$ cat src/tiba_pkg.sv
// Shared types and constants for the transaction id bitmap allocator.
// No dependencies; imported by every module of the block.
package tiba_pkg;

  localparam int ID_W              = 16;
  localparam int SEGMENT_COUNT_DEF = 4096;
  localparam int SEGMENT_BITS_DEF  = 16;

  typedef enum logic [1:0] {
    ACT_PEEK     = 2'd0,
    ACT_ALLOCATE = 2'd1,
    ACT_OCCUPY   = 2'd2,
    ACT_RELEASE  = 2'd3
  } action_t;

  typedef struct packed {
    action_t           action;
    logic [ID_W-1:0]   given_id;
  } req_t;

  typedef struct packed {
    logic              found;
    logic [ID_W-1:0]   free_id;
  } rsp_t;

endpackage

$ cat src/tiba_ffz.sv
// Find-first-zero over one occupancy segment: lowest clear bit and a hit flag.
// Depends on tiba_pkg only by convention; no types used.
module tiba_ffz #(
  parameter int W = 16
) (
  input  logic [W-1:0]         word,
  output logic                 any_zero,
  output logic [$clog2(W)-1:0] idx
);
  import tiba_pkg::*;

  localparam int IW = $clog2(W);

  logic [W-1:0] inv;
  logic [W-1:0] iso;

  assign inv      = ~word;
  assign iso      = inv & (~inv + W'(1));  // isolate lowest set bit of inv
  assign any_zero = |inv;

  always_comb begin
    idx = '0;
    for (int i = 0; i < W; i++) begin
      if (iso[i]) begin
        idx = idx | IW'(i);
      end
    end
  end

endmodule

$ cat config.mk
export PLATFORM = sky130hd
export DESIGN_NAME = tiba_ffz
export DESIGN_NICKNAME = d
export VERILOG_FILES = /design/src/tiba_pkg.sv /design/src/tiba_ffz.sv
export SDC_FILE = /design/constraint.sdc
export NUM_CORES = 1
export LEC_CHECK = 0
export ABC_AREA = 1
export BUFFER_PORTS_ARGS = -buffer_cell sky130_fd_sc_hd__buf_2
export CAP_MARGIN = 10
export CORE_AREA = 2 2 39 41
export DETAILED_ROUTE_END_ITERATION = 8
export DIE_AREA = 0 0 41 43
export PLACE_DENSITY = 0.66
export RECOVER_POWER = 100
export SLEW_MARGIN = 20
export SYNTH_ARGS = -nofsm -noshare
export SYNTH_HDL_FRONTEND = slang
export SYNTH_SLANG_ARGS = --single-unit
$ cat constraint.sdc
create_clock -name vclk -period 1.1
set_clock_uncertainty 0.05 [all_clocks]
set_input_delay 0.11 -clock vclk [all_inputs]
set_output_delay 0.11 -clock vclk [all_outputs]
set_load 0.05 [all_outputs]
## Word level (Yosys, flattened, before mapping)

Cells that the tools add are included.
W data, S select, Z words.

| operators by class | value |
|---|---|
| multiplexer cells | 15 |
| reductions and logical operators | 1 |
| $add $sub $neg | 1 |
| bitwise logic cells | 3 |

Operators with widths:

| kind | count |
|---|---|
| $mux W4 | 8 |
| $not A16 Y16 | 2 |
| $add A16 B1 Y16 const B | 1 |
| $and A16 B16 Y16 | 1 |
| $reduce_or A16 Y1 | 1 |
| $mux W3 | 4 |
| $mux W2 | 2 |
| $mux W1 | 1 |

| storage, ports and cells | value |
|---|---|
| bits of input ports | 16 |
| output and inout port bits | 5 |
| flip-flop bits (word level) | 0 |

## Longest topological paths before layout

Gate-level depths: netlist of the first run.

| logic depth | value |
|---|---|
| depth after elaboration | 19 |
| mapped depth | 8 |

## Worst setup path after synthesis of the first run

No wires, ideal clock.

| timing | value |
|---|---|
| path kind | input-to-output |
| start | in word[2] |
| end | out idx[1] |
| slack | -0.052 ns |
| arrival | 0.992 ns |
| stages on the path | 8 |
| path buffers | 0 |
| cells stage by stage | nand2_1 -> inv_2 -> nand2_4 -> nor2_4 -> nand3_2 -> nor2_1 -> nor2_1 -> nand2_1 |

| between the ends | value |
|---|---|
| word-level cells in the longest chain between the ends | 18 |

Ends and longest elaborated chain:

| element | RTL line | text |
|---|---|---|
| from (decl) | tiba_ffz.sv:6 | `input logic [W-1:0] word,` |
| $not A16 Y16 * | tiba_ffz.sv:17 | `assign inv = ~word;` |
| $not A16 Y16 | tiba_ffz.sv:18 | `assign iso = inv & (~inv + W'(1));` |
| $add A16 B1 Y16 | tiba_ffz.sv:18 |  |
| $and A16 B16 Y16 * | tiba_ffz.sv:18 |  |
| $mux W2 (2 in a row) | tiba_ffz.sv:24 | `if (iso[i]) begin` |
| $mux W3 (4 in a row) | tiba_ffz.sv:24 |  |
| $mux W4 (7 in a row) | tiba_ffz.sv:24 |  |
| $mux W4 * | tiba_ffz.sv:24 |  |
| to (decl) | tiba_ffz.sv:8 | `output logic [$clog2(W)-1:0] idx` |

Mark *: on every way between the ends. The rest lies on a longest branch, timed or not.

## Worst setup path in the final report of the first run

| timing | value |
|---|---|
| start | in word[9] |
| end | out idx[2] |

| between the ends | value |
|---|---|
| word-level cells in the longest chain between the ends | 8 |

Ends and longest elaborated chain:

| element | RTL line |
|---|---|
| $not A16 Y16 * | tiba_ffz.sv:17 |
| $not A16 Y16 * | tiba_ffz.sv:18 |
| $add A16 B1 Y16 * | tiba_ffz.sv:18 |
| $and A16 B16 Y16 * | tiba_ffz.sv:18 |
| $mux W4 (3 in a row) | tiba_ffz.sv:24 |
| $mux W4 * | tiba_ffz.sv:24 |

Marked as above.

==> results of run 1 <==
-- critical path, stage by stage --
cell	delay [ps]
buf_2	130
nand2_2	80
nor2_1	140
nand3_1	120
nor2_1	140
nor2_1	50
nand4_1	110
buf_6	170
-- per-layer routing --
layer	track usage (%)	vias up	part of all wire (%)	routed length (um)
met4	0	0	0	0
met1	21.8	298	42	640
met5	0	-	0	0
met2	31.9	16	55	832
li1	-	349	-	-
met3	0	0	3.4	52
-- layout by cell type (no fill, tap or decap) --
cell       n
buf_2      7
nand2_4    4
nand2_2    7
buf_8      6
nor2_4     4
inv_1     11
nand3b_1   1
nor3_1     2
nand2_1   12
buf_6      5
nand3_1    9
inv_4      2
nor2_1    14
nor3_2     1
o21ai_0    3
buf_4     18
nand4_1    5
nor2_2     4
o21ai_2    1
nand2_8    1
nand3_2    2
inv_2      2
a21oi_1    1
-- cell type report --
cell class / instances / share of cell area, %
repair buffers: 36 / 38.3
well taps: 16 / 2.42
multi-input cells: 71 / 51.9
inverters: 15 / 7.41
-- stage by stage --
step	setup slack, ps	hold slack, ps	cell area [um^2]	util, %
global route	-171	670	827	59.8
floorplan	0.301	491	419	-
detailed placement	-222	648	612	44.2
global placement	-181	638	612	44.2
finish	-94.6	641	827	59.8
CTS	-79.3	647	744	53.8
-- cell families after synthesis --
family / count (synthesis) / synth area share, %
buf+inv: 15 / 13.8
compound gates: 5 / 7.08
simple gates: 66 / 79.1
-- where the power goes --
group	switching [mW]	internal [mW]	total [mW]
logic	0.132	0.118	0.249
registers	0	0	0
clock network	0	0	0
total	0.132	0.118	0.249
-- repair_timing --
| action | CTS | global route |
|---|---|---|
| hold buffers | 0 | 0 |
| endpoints found under the setup margin | 4 | 5 |
| gates resized for setup | 27 | 21 |
| setup buffers | 3 | 3 |
| pin swaps | 14 | 14 |
-- path summary, 6_finish.rpt --
path | from | endpoint | slack (ps) | cells past startpoint
hold / removal | word[1] | idx[0] | 640 | 5
setup / recovery | word[9] | idx[2] | -90 | 8
==> qor.txt, run 1 <==
status: finished with violations
failing checks: negative setup slack
grt ovf: 0
unrepaired setup endpoints after global routing: yes
Fmax achieved: 837 MHz
max-cap violation count: 0
Vias per Instance: 4.80
Yosys top cell area share: 18.5%
first-pass GRT wire length: 2.23 mm
Arr. time, crit path: 1030 ps
worst slew pin tran: 212 ps
Initial Utilization: 29.4%
clock buffers: 0
Remaining DRCs: 0
initial DRC count: 9
power density over cell area: 301 mW/mm^2
Die Ht: 43 um
WL/cell: 11.1 um
port bufs: 21
Hold Violations, Final: 0
min Tclk post-route: 1190 ps
gpl congestion: 0.805
vias in the first global route: 554
most common cell in the netlist: nand2_1
Fin Setup TNS: -266 ps
initial antenna violation count: 0
Core ar.: 0.00138 mm^2
CP required: 940 ps
Synth cell types: 16
Post-DRT Antenna Nets: 0
Die Wd: 41 um
placed cells: 132
commonest cells in the netlist: nand2_1 (20), nor2_1 (18), inv_1 (13), nand3_1 (10), nand4_1 (5)
Max FO, Critical Path: 4
Finished Layout Cells: 138
Area contributors post-synth: nand2_1 (18%), nor2_1 (17%), nand3_1 (12%)
First-pass DRT Iterations: 4
Tot Pwr: 249 uW
syn nets: 102
Leak: 0.425 nW
max_slew headroom: 85.8%
Routed WL: 1.53 mm
Register Area: 0 um^2
Syn Area/Cell: 4.73 um^2
mapped cell area: 407 um^2
Mapped Cells: 86
fin nets: 140
Final Setup Violations: 4
Worst setup EP type: primary output
antenna diode count: 0
Cell Rows: 14
routed vias: 663
io pins: 21
Final Cycle Share: 109%
layout filler cell count: 131
Tot GR Track Use: 17.1%
top cell type by total area after synthesis: nand2_1
final setup margin: -94.6 ps
HPWL after detailed placement: 1.07 mm
class of the tightest hold or removal check: primary input to primary output
layout cells sized above 1: 52.5%
worst vdd ir: 0.122 mV
area grow syn2layout: 103%
area of the multi-input gates: 429 um^2
crit path kind: primary input to primary output
die area: 0.00176 mm^2
largest net degree at the start of global routing: 6
fin. max-slew vios: 0
Synth warnings: 0
Seq/Total Area, Yosys: 0%
Critical Path Source Type: primary input
num sequential: 0
Power figures use the tool's default switching activity.
==> inputs of run 2 (changes only) <==
--- a/config.mk
+++ b/config.mk
@@ -13,6 +13,7 @@
 export DIE_AREA = 0 0 41 43
 export PLACE_DENSITY = 0.66
 export RECOVER_POWER = 100
+export REMOVE_ABC_BUFFERS = 1
 export SLEW_MARGIN = 20
 export SYNTH_ARGS = -nofsm -noshare
 export SYNTH_HDL_FRONTEND = slang
==> qor.txt, run 2 (synthesis results as in run 1) <==
status: finished with violations
failing checks: negative setup slack
initial DRC count: 20
num sequential: 0
Post-DRT Antenna Nets: 0
area of the multi-input gates: 450 um^2
switching power total: 141 uW
Initial Utilization: 29.4%
layout cells sized above 1: 54.4%
Clk pwr share: 0%
power density over cell area: 306 mW/mm^2
final instance area: 865 um^2
crit path kind: primary input to primary output
Final Hold Slack: 582 ps
routed vias: 722
Die Wd: 41 um
most frequent cells in the layout: buf_4 (18), nand2_1 (14), inv_1 (12)
Hold Violations, Final: 0
Final Setup Violations: 4
max-cap violation count: 0
vias in the first global route: 613
die area: 0.00176 mm^2
combinational share of power: 100.0%
Remaining DRCs: 0
Tot Pwr: 264 uW
fin. max-slew vios: 0
Register Area: 0 um^2
Seq pwr share: 0%
area grow syn2layout: 113%
Max FO, Critical Path: 4
global route hottest layer: met2
Final Cycle Share: 109%
Vias per Instance: 5.12
Sw Share: 53.1%
worst vdd ir: 0.132 mV
antenna diode count: 0
largest net degree at the start of global routing: 6
Cell Rows: 14
GRT met2 Usage: 33.8%
first-pass GRT wire length: 2.28 mm
layout filler cell count: 127
Fmax achieved: 838 MHz
Die Ht: 43 um
class of the tightest hold or removal check: primary input to primary output
WL/cell: 12.4 um
cell area after placement: 629 um^2
most common cell after layout, fill and taps aside: buf_4
max_slew headroom: 83.7%
initial antenna violation count: 0
met3 Use GR: 1.57%
unrepaired setup endpoints after global routing: yes
First-pass DRT Iterations: 4
Critical Path Source Type: primary input
fin nets: 143
Arr. time, crit path: 1030 ps
HPWL after detailed placement: 1.08 mm
Worst setup EP type: primary output
gpl congestion: 0.806
count of hold-fix buffers inserted at cts: 0
clock buffers: 0
Leak: 0.437 nW
port bufs: 21
CP required: 940 ps
Routed WL: 1.75 mm
worst slew pin tran: 247 ps
io pins: 21
min Tclk post-route: 1190 ps
final setup margin: -93.8 ps
GRT met1 Usage: 17.4%
Internal: 124 uW
Core ar.: 0.00138 mm^2
grt ovf: 0
Tot GR Track Use: 17.8%
[run 2: cell count changes in the layout (fill, tap and decap cells not counted), sizes merged]
cell,delta
buf,+2
clkbuf,+1
[run 2: power groups by stage]
| stage | sequential (mW) | clock [mW] | combinational, mW |
|---|---|---|---|
| 6_report | 0 | 0 | 0.264 |
| 5_1_grt | 0 | 0 | 0.281 |
| 4_1_cts | 0 | 0 | 0.218 |
| 3_5_place_dp | 0 | 0 | 0.180 |
| 3_3_place_gp | 0 | 0 | 0.178 |
| 2_1_floorplan | 0 | 0 | 0.0830 |
[run 2: timing repair]
| action | CTS | global route |
|---|---|---|
| pin swaps | 8 | 15 |
| setup endpoints to repair | 4 | 5 |
| resized for setup | 25 | 28 |
| buffers inserted | 2 | 3 |
[run 2: final cells by class]
type	instances	area share (%)
multi-input cells	71	52.1
well taps	16	2.32
repair buffers	39	38.5
inverters	15	7.09
[run 2: path summary, 6_finish.rpt]
kind  depth (start not counted)  slack, ps    start     end
min                           4        580  word[0]  idx[0]
max                           8        -90  word[9]  idx[2]
[run 2: worst max-delay path, stage by stage]
cell     delay [ps]
buf_2           120
nand2_2          80
nor2_2          160
nand3_2          90
nor2_2          120
nor2_1           60
nand4_1         110
buf_6           170
[run 2: metal layers]
layer  vias up  share of wire [%]  wire length [um]
met3         8                5.1                90
li1        355                  -                 -
met5         -                  0                 0
met4         0                3.5                61
met1       328                 36               627
met2        31                 55               969
[run 2: stage by stage]
stage                     utilization, %  worst slack [ps]  TNS (ps)  instances
after floorplan                        -             -51.5      -144         86
after global placement              45.5              -165      -607        136
final                               62.5             -93.8      -280        141
after CTS                           53.5             -84.2      -229        138
after detailed placement            45.5              -193      -671        136
after global routing                62.5              -148      -495        141
==> inputs of run 3 (changes only) <==
--- a/config.mk
+++ b/config.mk
@@ -11,7 +11,7 @@
 export CORE_AREA = 2 2 39 41
 export DETAILED_ROUTE_END_ITERATION = 8
 export DIE_AREA = 0 0 41 43
-export PLACE_DENSITY = 0.66
+export PLACE_DENSITY = 0.61
 export RECOVER_POWER = 100
 export REMOVE_ABC_BUFFERS = 1
 export SLEW_MARGIN = 20
==> qor.txt, run 3 (synthesis results as in run 1) <==
area of the multi-input gates: 417 um^2
max-cap violation count: 0
antenna diode count: 0
GRT met1 Usage: 24.4%
most common cell after layout, fill and taps aside: buf_4
Final Cycle Share: 106%
Die Ht: 43 um
fin nets: 147
Initial Utilization: 29.4%
First-pass DRT Iterations: 4
switching power total: 134 uW
Critical Path Source Type: primary input
HPWL after detailed placement: 1.12 mm
gpl congestion: 0.872
clock buffers: 0
Hold Violations, Final: 0
crit path kind: primary input to primary output
layout filler cell count: 129
global route hottest layer: met2
status: finished with violations
port bufs: 21
num sequential: 0
most frequent cells in the layout: buf_4 (23), nand2_1 (17), inv_1 (12), nor2_1 (12), buf_6 (12)
die area: 0.00176 mm^2
grt ovf: 0
Cell Rows: 14
Post-DRT Antenna Nets: 0
placed cells: 139
Vias per Instance: 4.88
hold path cells: 5
Arr. time, crit path: 1010 ps
worst slew pin tran: 203 ps
Core ar.: 0.00138 mm^2
Finished Layout Cells: 145
Internal: 128 uW
area grow syn2layout: 113%
Tot Pwr: 262 uW
count of hold-fix buffers inserted at cts: 0
Worst Hold End: idx[0]
min-delay src: word[0]
routed vias: 707
Leak: 0.466 nW
unrepaired setup endpoints after global routing: yes
largest net degree at the start of global routing: 6
failing checks: negative setup slack
vias in the first global route: 611
Final Setup Violations: 4
Tot GR Track Use: 18.2%
final setup margin: -69.8 ps
power density over cell area: 303 mW/mm^2
WL/cell: 10.8 um
Fmax achieved: 855 MHz
GRT met2 Usage: 32.8%
initial antenna violation count: 0
Routed WL: 1.56 mm
met3 Use GR: 0%
Max FO, Critical Path: 2
worst vdd ir: 0.139 mV
Worst setup EP type: primary output
Seq pwr share: 0%
first-pass GRT wire length: 2.40 mm
fin. max-slew vios: 0
io pins: 21
Sw Share: 51.2%
initial DRC count: 11
class of the tightest hold or removal check: primary input to primary output
Die Wd: 41 um
max_slew headroom: 86.4%
Fin Setup TNS: -201 ps
combinational share of power: 100.0%
layout cells sized above 1: 52.7%
min Tclk post-route: 1170 ps
Remaining DRCs: 0
Register Area: 0 um^2
CP required: 940 ps
Clk pwr share: 0%
-- run 3: cell types whose count changed in the layout (fill, tap and decap cells not counted), sizes merged --
cell,before,now
buf,38,43
clkbuf,1,0
-- run 3: worst max path at each step --
| stage | from | endpoint | slack (ps) |
|---|---|---|---|
| final | word[3] | idx[0] | -70 |
| after global routing | word[5] | idx[1] | -150 |
| after CTS | word[0] | idx[1] | -70 |
| after detailed placement | word[2] | idx[1] | -180 |
| after global placement | word[2] | idx[1] | -170 |
| after floorplan | word[2] | idx[1] | -50 |
-- run 3: timing repair --
| item | 4_1_cts | 5_1_grt |
|---|---|---|
| buffers inserted | 5 | 1 |
| endpoints found under the setup margin | 4 | 5 |
| gates resized for setup | 37 | 13 |
| pin swaps | 19 | 13 |
| hold endpoints to repair | 0 | 0 |
-- run 3: metal layers --
layer  part of all wire, %  up-vias
li1                      -      363
met1                    42      334
met2                    55        8
met3                   1.2        2
met4                  0.90        0
met5                     0        -
-- run 3: metrics by stage --
stage / setup slack (ps) / util [%] / hold slack (ps) / area [um^2]
5_1_grt: -146 / 62.6 / 666 / 866
4_1_cts: -74.9 / 59.9 / 659 / 828
3_5_place_dp: -183 / 47.1 / 710 / 652
3_3_place_gp: -172 / 47.1 / 713 / 652
6_report: -69.8 / 62.6 / 656 / 866
2_1_floorplan: -51.5 / - / 565 / 407
-- run 3: critical path, stage by stage --
cell	delay [ps]
buf_6	80
buf_4	100
nand4_1	140
nor3_2	250
nor2_1	70
nand4_1	90
buf_6	170
-- run 3: area by class of cell --
cell class                      instances  area share [%]
Multi-Input combinational cell         71            48.1
Timing Repair Buffer                   43            42.5
Inverter                               15            7.08
Tap cell                               16            2.31
-- run 3: power by group through the flow --
stage          clock network (mW)  registers [mW]  logic, mW
2_1_floorplan                   0               0     0.0830
3_3_place_gp                    0               0      0.185
3_5_place_dp                    0               0      0.187
4_1_cts                         0               0      0.244
5_1_grt                         0               0      0.280
6_report                        0               0      0.262
