File: src/tiba_pkg.sv
// Shared types and constants for the transaction id bitmap allocator.
// No dependencies; imported by every module of the block.
package tiba_pkg;

  localparam int ID_W              = 16;
  localparam int SEGMENT_COUNT_DEF = 4096;
  localparam int SEGMENT_BITS_DEF  = 16;

  typedef enum logic [1:0] {
    ACT_PEEK     = 2'd0,
    ACT_ALLOCATE = 2'd1,
    ACT_OCCUPY   = 2'd2,
    ACT_RELEASE  = 2'd3
  } action_t;

  typedef struct packed {
    action_t           action;
    logic [ID_W-1:0]   given_id;
  } req_t;

  typedef struct packed {
    logic              found;
    logic [ID_W-1:0]   free_id;
  } rsp_t;

endpackage

File: src/tiba_div.sv
// Constant divider by reciprocal multiplication, shared by both id-split steps.
// Divides a 16-bit value by DIV_A or DIV_B; depends on tiba_pkg (ID_W).
module tiba_div #(
  parameter int DIV_A = tiba_pkg::SEGMENT_BITS_DEF,
  parameter int DIV_B = tiba_pkg::SEGMENT_COUNT_DEF,
  parameter int DVW   = 17
) (
  input  logic                      clk,
  input  logic                      rst_n,
  input  logic                      start,
  input  logic                      sel_b,
  input  logic [tiba_pkg::ID_W-1:0] dividend,
  output logic                      done,
  output logic [tiba_pkg::ID_W-1:0] quot,
  output logic [DVW-1:0]            rem
);
  import tiba_pkg::*;

  localparam int RW   = ID_W + 1;
  localparam int PW   = ID_W + RW;
  localparam int SH_A = ID_W + $clog2(DIV_A);
  localparam int SH_B = ID_W + $clog2(DIV_B);
  // ceil(2^SH / D) gives the exact quotient for every ID_W-bit dividend
  localparam longint unsigned REC_A = ((64'd1 << SH_A) + 64'(DIV_A) - 64'd1) / 64'(DIV_A);
  localparam longint unsigned REC_B = ((64'd1 << SH_B) + 64'(DIV_B) - 64'd1) / 64'(DIV_B);

  logic            mul_r, mul_nxt;     // quotient step
  logic            sub_r, sub_nxt;     // remainder step
  logic            done_r, done_nxt;
  logic            sel_r, sel_nxt;
  logic [ID_W-1:0] dvd_r, dvd_nxt;
  logic [ID_W-1:0] quo_r, quo_nxt;
  logic [DVW-1:0]  rem_r, rem_nxt;
  logic [RW-1:0]   recip;
  logic [PW-1:0]   prod;
  logic [PW-1:0]   back;

  assign recip = sel_r ? RW'(REC_B) : RW'(REC_A);
  assign prod  = PW'(dvd_r) * PW'(recip);
  assign back  = sel_r ? PW'(quo_r) * PW'(DIV_B) : PW'(quo_r) * PW'(DIV_A);

  always_comb begin
    mul_nxt  = 1'b0;
    sub_nxt  = 1'b0;
    done_nxt = 1'b0;
    sel_nxt  = sel_r;
    dvd_nxt  = dvd_r;
    quo_nxt  = quo_r;
    rem_nxt  = rem_r;
    if (start) begin
      mul_nxt = 1'b1;
      sel_nxt = sel_b;
      dvd_nxt = dividend;
    end else if (mul_r) begin
      quo_nxt = sel_r ? ID_W'(prod >> SH_B) : ID_W'(prod >> SH_A);
      sub_nxt = 1'b1;
    end else if (sub_r) begin
      // remainder stays below the divisor, so DVW bits hold it
      rem_nxt  = DVW'(PW'(dvd_r) - back);
      done_nxt = 1'b1;
    end
  end

  always_ff @(posedge clk) begin
    if (!rst_n) begin
      mul_r  <= 1'b0;
      sub_r  <= 1'b0;
      done_r <= 1'b0;
    end else begin
      mul_r  <= mul_nxt;
      sub_r  <= sub_nxt;
      done_r <= done_nxt;
    end
    sel_r <= sel_nxt;
    dvd_r <= dvd_nxt;
    quo_r <= quo_nxt;
    rem_r <= rem_nxt;
  end

  assign done = done_r;
  assign quot = quo_r;
  assign rem  = rem_r;

endmodule

File: config.mk
export PLATFORM = sky130hd
export DESIGN_NAME = tiba_div
export DESIGN_NICKNAME = d
export VERILOG_FILES = /design/src/tiba_pkg.sv /design/src/tiba_div.sv
export SDC_FILE = /design/constraint.sdc
export NUM_CORES = 1
export LEC_CHECK = 0
export ABC_AREA = 1
export CORE_MARGIN = 10
export CORE_UTILIZATION = 55
export CTS_BUF_LIST = sky130_fd_sc_hd__clkbuf_8 sky130_fd_sc_hd__clkbuf_16
export CTS_CLUSTER_DIAMETER = 50
export DETAILED_ROUTE_END_ITERATION = 7
export DONT_BUFFER_PORTS = 1
export GPL_TIMING_DRIVEN = 1
export PLACE_DENSITY_LB_ADDON = 0.2
export SYNTH_ARGS = -nofsm -noshare
export SYNTH_HDL_FRONTEND = slang
export SYNTH_SLANG_ARGS = --single-unit
File: constraint.sdc
create_clock -name clk -period 2.3 [get_ports clk]
set_input_delay 0.575 -clock clk [delete_from_list [all_inputs] [get_ports clk]]
set_output_delay 0.575 -clock clk [all_outputs]
set_load 0.02 [all_outputs]
## Word-level counts from Yosys, hierarchy flattened

Index checks and enable logic that the tools add are counted.

- Memories kept: 0
- Word-level logic and storage cells: 21
- Input bits: 20
- Bits in latches: 0
- Output and inout bits: 34
- Memory bits (read-only): 0
- Flip-flop bits (word level): 49
- Memory bits (writable): 0

- Reduce and logical (&&, ||, !) cells: 4
- $mul: 0
- Equality and inequality tests: 0
- Add/sub/neg operators: 1
- Muxes and demuxes: 5
- Div/mod/pow operators: 0
- $lt $le $gt $ge: 0
- Shifts and indexed selects: 0
- Bitwise gates (word level): 3

Operators by type and width:

| kind | number |
|---|---|
| 17-bit 2-to-1 mux | 1 |
| 16-bit by 17-bit subtractor with 17-bit output | 1 |
| 4-bit 2-to-1 mux | 1 |
| 1-bit 2-to-1 mux | 3 |
| 1-bit inverter | 3 |
| 3-bit AND reduction | 1 |
| 3-bit OR reduction | 1 |
| 2-bit AND reduction | 1 |
| 2-bit OR reduction | 1 |

## Longest topological paths before layout

Gate-level depths: netlist of the first run.

- Depth after elaboration: 2
- Gate-level depth with buffers: 12
- Depth with buffers taken out: 12

## Worst setup path after synthesis of the first run

Ideal clock, no wire load.

- Kind: input to register
- Start: in start
- End: reg rem_r[0], in the netlist rem[0] (enable)
- Setup time: 0.413 ns
- Data arrival time: 1.831 ns
- Required time: 1.887 ns
- Cell stages on the path: 1
- Setup slack: 0.057 ns
- Buffers on the path: 0
- Cell sequence: nor3_1

- Longest elaborated chain between the ends: 2

Ends and longest elaborated chain:

| element | line | RTL |
|---|---|---|
| from (decl) | tiba_div.sv:10 | `input logic start,` |
| 1-bit inverter (no line) | n/a |  |
| 3-bit AND reduction (no line) | n/a |  |
| to (signal assigned) | tiba_div.sv:77 | `rem_r <= rem_nxt;` |
| to (decl) | tiba_div.sv:33 | `logic [DVW-1:0] rem_r, rem_nxt;` |

Every way passes these cells.
A chain may end at the register's enable or synchronous reset.

## Final worst setup path of the first run

- Start: reg sel_r
- End: reg rem_r[14], in the netlist rem[14] (data pin)

- Longest elaborated chain between the ends: 2

Ends and longest elaborated chain:

| element | line | RTL |
|---|---|---|
| from (decl) | tiba_div.sv:30 | `logic sel_r, sel_nxt;` |
| from (signal assigned) | tiba_div.sv:74 | `sel_r <= sel_nxt;` |
| 17-bit 2-to-1 mux | tiba_div.sv:40 | `assign back = sel_r ? PW'(quo_r) * PW'(DIV_B) : PW'(quo_r) * PW'(DIV_A);` |
| 16-bit by 17-bit subtractor with 17-bit output | tiba_div.sv:59 | `rem_nxt = DVW'(PW'(dvd_r) - back);` |

Every way passes these cells.

==> results summary, run 1 <==
The worst setup path is launched from a register. The final number of setup-violating endpoints came out at 0. The routed wire length per instance is roughly 14 um. In this run the biggest area consumer among cell types represents 56.1% of the synthesized area. Once the floorplan was initialized, standard cells occupied 56.5% of the core. The area of the die came out at about 7600 um2.

By instance count, the cell type seen most on the critical path is sky130_fd_sc_hd__nand2_1. The post-synth design cell area came out at 2460 um2. The pin count of the biggest net entering global routing is 23.

The number of enable-type register cells in the synthesized netlist came out at 46. The critical path is of the reg -> reg type. The share of synthesized flip-flops with an asynchronous set or reset came out at 0%.

The total CTS buffers is 5. The number of global-route vias before repair came to between 1500 and 2000. The data arrival time of the critical path came out at approximately 2100 ps. For this run, design rule violations remaining after detail routing come to 0. The detailed-placement wirelength estimate is between 3 and 4 mm. The setup fix buffers added after clock tree synthesis came out at 0. The run finished with clean final reports. The I/O pin count is 54. Of the available clock period, the critical path in the final layout requires 87.8%.

For this design the ratio of total power to cell area is about 720 nW/um2. The final weighted congestion in routability-driven placement came out at roughly 0.86. TritonCTS built the clock tree.

The biggest area contributor in the post-synthesis netlist is sky130_fd_sc_hd__edfxtp_1. The first-pass detailed-route iteration total came out at 4. The aggregate global routing overflow came out at 0.

By instance count, the leading cell after synthesis is sky130_fd_sc_hd__nand2_1. The total count of max-transition violations in the final report came to 0. The leakage dissipation is between 1 and 1.5 nW. STA classifies the critical path endpoint as a register. The final route contains 1602 vias. The post-route antenna net violation count came out at 0. The post-route minimum period is approximately 2000 ps. The tool flagged a number of max-cap violations equal to 0. The number of antenna cells inserted is 0. The horizontal die dimension came out at ~87 um. The number of hold buffers added after CTS was 0. The number of endpoints with negative hold slack in the final report came to 0.

In this run, the number of DRC markers left after iteration 0 of detailed routing was 82. For this run, the top clock speed supported by timing is 495 MHz. The synthesized area per cell came out at around 9.5 um2.

The maximum VDD drop came out at approximately 460 uV. The delay of the slowest critical-path stage came out at roughly 470 ps. The post-placement setup slack came out at roughly 320 ps.

The global routing usage summed across all routing layers came out at around an eighth. The count of instances resized after the clock tree is built came out at 0. After synthesis, flip-flops and latches occupy ~60% of the total area. The path class of the tightest hold or removal check is in -> reg. Walking the worst path, the cells encountered are buf_4 -> nand2_1 -> o21ai_0 -> ha_1 -> nand2_1 -> inv_1 -> a21oi_1 -> nand3_1 -> nand2_1 -> nand2_1. The setup TNS after final layout came out at 0 ps.

The setup skew after layout is about 6.5 ps. The clock edge transition at the registers on the reported setup and hold paths is 90 ps. Yosys mapped the design onto 24 distinct sky130hd cell types. The synthesized flop and latch total is 49. The count of buffer and inverter cells on the critical path came out at 2.

The critical path data required time is between 2000 and 2500 ps. Clock latency on the worst-skew pair, taken at its later pin, is 300 ps. In this run the standard cell core region covers 4350 um2. At the end of the flow, the number of nets in the layout was 300. The first global-routing pass estimated 7.25 mm of wire. In the post-route analysis, the smallest setup slack over all paths is around 280 ps. The maximum fanout along the worst path is 7. For this run, the number of Yosys warnings is 0. For this design, the slowest cell found on the critical path is sky130_fd_sc_hd__edfxtp_1.

The cell count after synthesis is around 260. The floorplan has 24 rows. The H-tree depth reported by CTS came out at 2. The flip-flop cell with the highest count after synthesis is sky130_fd_sc_hd__edfxtp_1. After synthesis, the cell types taking the most area are sky130_fd_sc_hd__edfxtp_1 56%, sky130_fd_sc_hd__nand2_1 12%, sky130_fd_sc_hd__inv_1 7.8%.

The buffer depth of the longest clock path is 2. The number of antenna violations at the first check in global routing came out at 0. The kind of cell with the highest combined delay along the critical path is flip-flops. The number of vias per cell came out at approximately 5. The growth of design area from synthesis to finish came out at 7.07%. The clock net in this run drives a total of 49 sinks. The fraction of layout instances using a drive strength above 1 is about 6.7%. The cell sitting at the root of the clock tree is a sky130_fd_sc_hd__clkbuf_8. The routed design has around 4.5 mm of wire. Setup repair after global routing left no endpoint under its margin. The floorplan die height is about 87 um.

Ranked by instance count, the synthesized netlist is headed by 79 x sky130_fd_sc_hd__nand2_1, 51 x sky130_fd_sc_hd__inv_1, 46 x sky130_fd_sc_hd__edfxtp_1. The number of buffers added on ports came out at 0.
[placed cells by master (no fill, tap or decap), drive strengths merged]
cell type  instances
conb               4
o21ai              6
edfxtp            46
nor2              17
buf                5
nand2             80
nand4              6
clkinv             1
fa                 1
nor4               1
a21oi              4
clkinvlp           1
nor3               2
inv               54
xnor2              1
ha                12
clkbuf             6
dfxtp              3
nand3             12
mux2i              2
xor2               4
[logic make-up (layout without fill, tap and decap cells)]
kind of cell,after synthesis,count (layout),share of synthesized area [%]
compound gates,10,10,2.03
xor+xnor,5,5,1.78
fa+ha+maj,13,13,6.91
buf+inv,60,67,9.81
flops,49,49,58.6
mux,2,2,0.813
other cells,1,4,0.152
simple gates,118,118,19.9
[worst reg2reg max path, cell delays in order (launching register included)]
cell and delay [ps]:
sky130_fd_sc_hd__edfxtp_1 470, sky130_fd_sc_hd__buf_4 200, sky130_fd_sc_hd__nand2_1 60, sky130_fd_sc_hd__o21ai_0 80
sky130_fd_sc_hd__ha_1 360, sky130_fd_sc_hd__nand2_1 120, sky130_fd_sc_hd__inv_1 60, sky130_fd_sc_hd__a21oi_1 210
sky130_fd_sc_hd__nand3_1 110, sky130_fd_sc_hd__nand2_1 60, sky130_fd_sc_hd__nand2_1 50
[power breakdown]
group	switching [W]	leakage (nW)	internal, W
registers	0.0000341	0.457	0.00103
logic	0.000203	0.738	0.000114
clock network	0.000271	0.0486	0.000240
[per-layer routing]
layer	GRT usage, %	share of wire (%)	wire length [um]	vias up
met5	0	0	0	-
met3	4.12	6.1	277	7
li1	-	-	-	826
met4	4.42	1.4	62	0
met1	14.0	45	2040	731
met2	20.9	48	2160	38
[per-stage QoR]
| step | total power [W] | hold slack, ps | cells | util [%] | area, um2 |
|---|---|---|---|---|---|
| floorplan | 0.00134 | 400 | 261 | - | 2470 |
| global placement | 0.00140 | 402 | 312 | 58.4 | 2540 |
| detailed placement | 0.00141 | 405 | 312 | 58.4 | 2540 |
| CTS | 0.00191 | 340 | 320 | 60.5 | 2640 |
| global route | 0.00200 | 336 | 320 | 60.5 | 2640 |
| finish | 0.00190 | 347 | 320 | 60.5 | 2640 |
[flip-flops by register name, summed over array words and instances, names as in the netlist]
signal and flops:
done 1, quot 12, mul_r 1, rem 17, sub_r 1, dvd_r 16
sel_r 1
[layout make-up]
| type | instances | area (um2) |
|---|---|---|
| timing repair buffer | 5 | 37.5 |
| clock buffer | 6 | 82.6 |
| sequential | 49 | 1440 |
| multi-input combinational | 152 | 795 |
| inverter | 54 | 203 |
| tap | 52 | 65.1 |
| fill | 362 | 1720 |
| clock inverter | 2 | 11.3 |
[path summary, 6_finish.rpt]
check	cells after the start	start	slack, ps	end
hold reg to reg	0	dvd_r[2]	420	rem[2]
setup / recovery	10	sel_r	280	rem[14]
setup reg to reg	10	sel_r	280	rem[14]
hold / removal	1	start	350	sub_r
Power figures use the tool's default switching activity.
==> inputs of run 2 (changes only) <==
--- a/config.mk
+++ b/config.mk
@@ -6,6 +6,7 @@
 export NUM_CORES = 1
 export LEC_CHECK = 0
 export ABC_AREA = 1
+export CORE_ASPECT_RATIO = 2
 export CORE_MARGIN = 10
 export CORE_UTILIZATION = 55
 export CTS_BUF_LIST = sky130_fd_sc_hd__clkbuf_8 sky130_fd_sc_hd__clkbuf_16
==> constraint.sdc (replaced) <==
create_clock -name clk -period 2.3 [get_ports clk]
set_input_delay 0.575 -clock clk [delete_from_list [all_inputs] [get_ports clk]]
set_output_delay 0.575 -clock clk [all_outputs]
set_load 0.01 [all_outputs]
==> results summary, run 2 (synthesis results as in run 1) <==
The delay of the slowest critical-path stage is 500 ps (+30 ps). Relative to the synthesized area, the layout overhead comes to 7.68%. The fraction of layout instances using a drive strength above 1 is 6.37% (-0.35 points).

The H-tree depth reported by CTS is 2 (unchanged). Walking the worst path, the cells encountered are buf_4 -> mux2i_1 -> ha_1 -> nand2_1 -> inv_1 -> a21oi_1 -> nand3_1 -> nand2_1 -> nand2_1. The count of instances resized after the clock tree is built is 0 (unchanged). The detailed-placement wirelength estimate came to 4.15 mm (+16%). The routed wire length per instance came out at 15.8 um (+11%). The number of antenna violations at the first check in global routing came out at 1 (+1).

The number of global-route vias before repair is 1737 (+8.0%). Counting stages on the worst path, the most repeated cell is sky130_fd_sc_hd__nand2_1. The maximum VDD drop is 590 uV (+29%). The number of vias after detailed routing came out at 1625 (+1.4%). The horizontal die dimension came out at 67.3 um (-23%). The startpoint type of the worst setup path is a register. The logic gate share of total power came out at 16.3% (-0.4 points). The total count of max-transition violations in the final report was 0 (unchanged). The placed cell area is 2540 um2 (-0.20%).

The part of the cycle the worst path needs came to 93.5% (+5.7 points). The power spent charging and discharging nets came to 0.000514 W (+1.4%). The number of buffers added on ports was 0 (unchanged). The setup skew after layout came out at 10.7 ps (+4.21 ps). The total power density per cell area was 749 nW/um2 (+4.1%). The pin count of the biggest net entering global routing is 23 (unchanged). The tree is rooted in a sky130_fd_sc_hd__clkbuf_8. The number of DRC markers in iteration 0 came out at 57 (-30%). Leaving out fill and tap cells, the most frequent cells in the layout are 79 x sky130_fd_sc_hd__nand2_1, 52 x sky130_fd_sc_hd__inv_1, 46 x sky130_fd_sc_hd__edfxtp_1, 17 x sky130_fd_sc_hd__nor2_1, 12 x sky130_fd_sc_hd__ha_1. The number of sinks handled by clock tree synthesis was 49 (unchanged). The core footprint came to 4340 um2 (-0.34%). The leakage dissipation was 1.25 nW (+0.49%). The area of the die is 7710 um2 (+2.1%).

The final total power came out at 0.00198 W (+4.7%). The wire length reported by the detailed router came to 5.08 mm (+12%). The number of endpoints with negative hold slack in the final report came out at 0 (unchanged). The worst hold path cell count is 1 (unchanged). The post-layout utilization of the core is 61.1% (+0.56 points). The total of hold buffers inserted after clock tree synthesis is 0 (unchanged). The number of max-cap violations came out at 0 (unchanged). The number of flip-flops under the largest register name was 17 (unchanged).

The floorplan die height came out at 115 um (+32%). The maximum frequency from static timing analysis came out at 465 MHz (-6.1%). The setup fix buffers added after clock tree synthesis is 0 (unchanged). The DRC violation count after routing is 0 (unchanged).

The post-route minimum period is 2150 ps (+132 ps). The switching share of power came out at 25.9% (-0.84 points). The initial cell density of the core is 56.7% (+0.20 points).

The final number of setup-violating endpoints came out at 0 (unchanged). The post-route antenna net violation count came to 0 (unchanged). The clock network fraction of design power came out at 30.1% (+3.2 points). The type of the worst min-delay path is in -> reg. The number of rows in the core area came out at 34 (+42%). The flow ran to the end, and the final reports show no timing, DRC or antenna violations. The post-route cell area is 2650 um2 (+0.57%). The CTS tree is built. On the critical path, the stage with the largest delay is an instance of sky130_fd_sc_hd__edfxtp_1. The aggregate global routing overflow came to 0 (unchanged). The maximum fanout along the worst path came out at 14 (+7). The internal cell power came out at 0.00147 W (+5.9%).

The wire length of the first global-routing pass came out at 8.05 mm (+11%). The I/O pin count came to 54 (unchanged). The global routing usage summed across all routing layers is 13.8% (+1.5 points).

The portion of total power attributed to sequential cells came to 53.5% (-2.9 points). The path depth of the worst reg2reg path came out at 9 (-1). The clock edge transition at the registers on the reported setup and hold paths is 90 ps (about the same).

The final weighted congestion in routability-driven placement came out at 0.918 (+6.3%). The data arrival time of the critical path is 2210 ps (+130 ps). The buffer depth of the longest clock path was 2 (unchanged). The count of fill cells added during filler insertion is 401 (+11%). The leading cell type in the layout, fill and taps excluded is sky130_fd_sc_hd__nand2_1. The critical path data required time is 2360 ps (about the same). The total CTS buffers is 5 (unchanged). The first-pass detailed-route iteration total was 4 (unchanged). The final net count is 299 (-0.33%). The nature of the critical path endpoint is a register. The number of vias per cell was 5.05 (+0.81%). By startpoint and endpoint, the worst setup path is classified as reg -> reg. The clock insertion delay at the later pin of the skew report came out at 300 ps (about the same).
[run 2: cell types whose count changed in the layout (fill, tap and decap cells not counted)]
cell / previous run / this run
sky130_fd_sc_hd__clkinv_4: 0 / 1
sky130_fd_sc_hd__buf_4: 5 / 4
sky130_fd_sc_hd__diode_2: 0 / 1
sky130_fd_sc_hd__clkinvlp_4: 1 / 0
sky130_fd_sc_hd__clkbuf_8: 6 / 5
sky130_fd_sc_hd__bufinv_16: 0 / 1
[run 2: area by class of cell]
cell class,count,area [um2],area share [%]
clock buffers,5,68.8,2.60
well taps,54,67.6,2.55
inverters,54,203,7.65
repair buffers,4,30.0,1.13
flip-flops and latches,49,1440,54.4
diodes,1,2.50,0.0944
multi-input cells,152,795,30.0
clock inverters,3,42.5,1.61
[run 2: metal layers]
| layer | track usage, % | routed length [um] | vias up | part of all wire, % |
|---|---|---|---|---|
| li1 | - | - | 824 | - |
| met1 | 12.1 | 1790 | 741 | 35 |
| met2 | 25.3 | 2850 | 46 | 56 |
| met3 | 4.71 | 223 | 14 | 4.4 |
| met4 | 8.54 | 218 | 0 | 4.3 |
| met5 | 0 | 0 | - | 0 |
[run 2: path summary, 6_finish.rpt]
path	start	endpoint	slack, ps
setup reg to reg	sel_r	rem[16]	150
hold / removal	start	sub_r	350
setup / recovery	sel_r	rem[16]	150
hold reg to reg	dvd_r[0]	rem[0]	420
[run 2: through the flow]
stage / setup WS (ps) / hold slack [ps] / setup TNS, ps / cells
floorplan: 56.9 / 400 / 0 / 261
global placement: 187 / 401 / 0 / 313
detailed placement: 172 / 411 / 0 / 313
CTS: 152 / 338 / 0 / 321
global route: -19.0 / 332 / -19.0 / 322
finish: 149 / 355 / 0 / 322
[run 2: power groups by stage]
stage / logic [W] / clock network [W] / registers, W
floorplan: 0.000253 / 0 / 0.00107
global placement: 0.000318 / 0 / 0.00108
detailed placement: 0.000322 / 0 / 0.00108
CTS: 0.000325 / 0.000620 / 0.00106
global route: 0.000374 / 0.000646 / 0.00107
finish: 0.000324 / 0.000598 / 0.00106
[run 2: critical path: cells and delay by family (launching register included)]
kind | cells | cell delay (ps)
fa+ha+maj | 1 | 330
mux | 1 | 240
buf+inv | 2 | 320
flops | 1 | 500
compound gates | 1 | 230
simple gates | 4 | 310
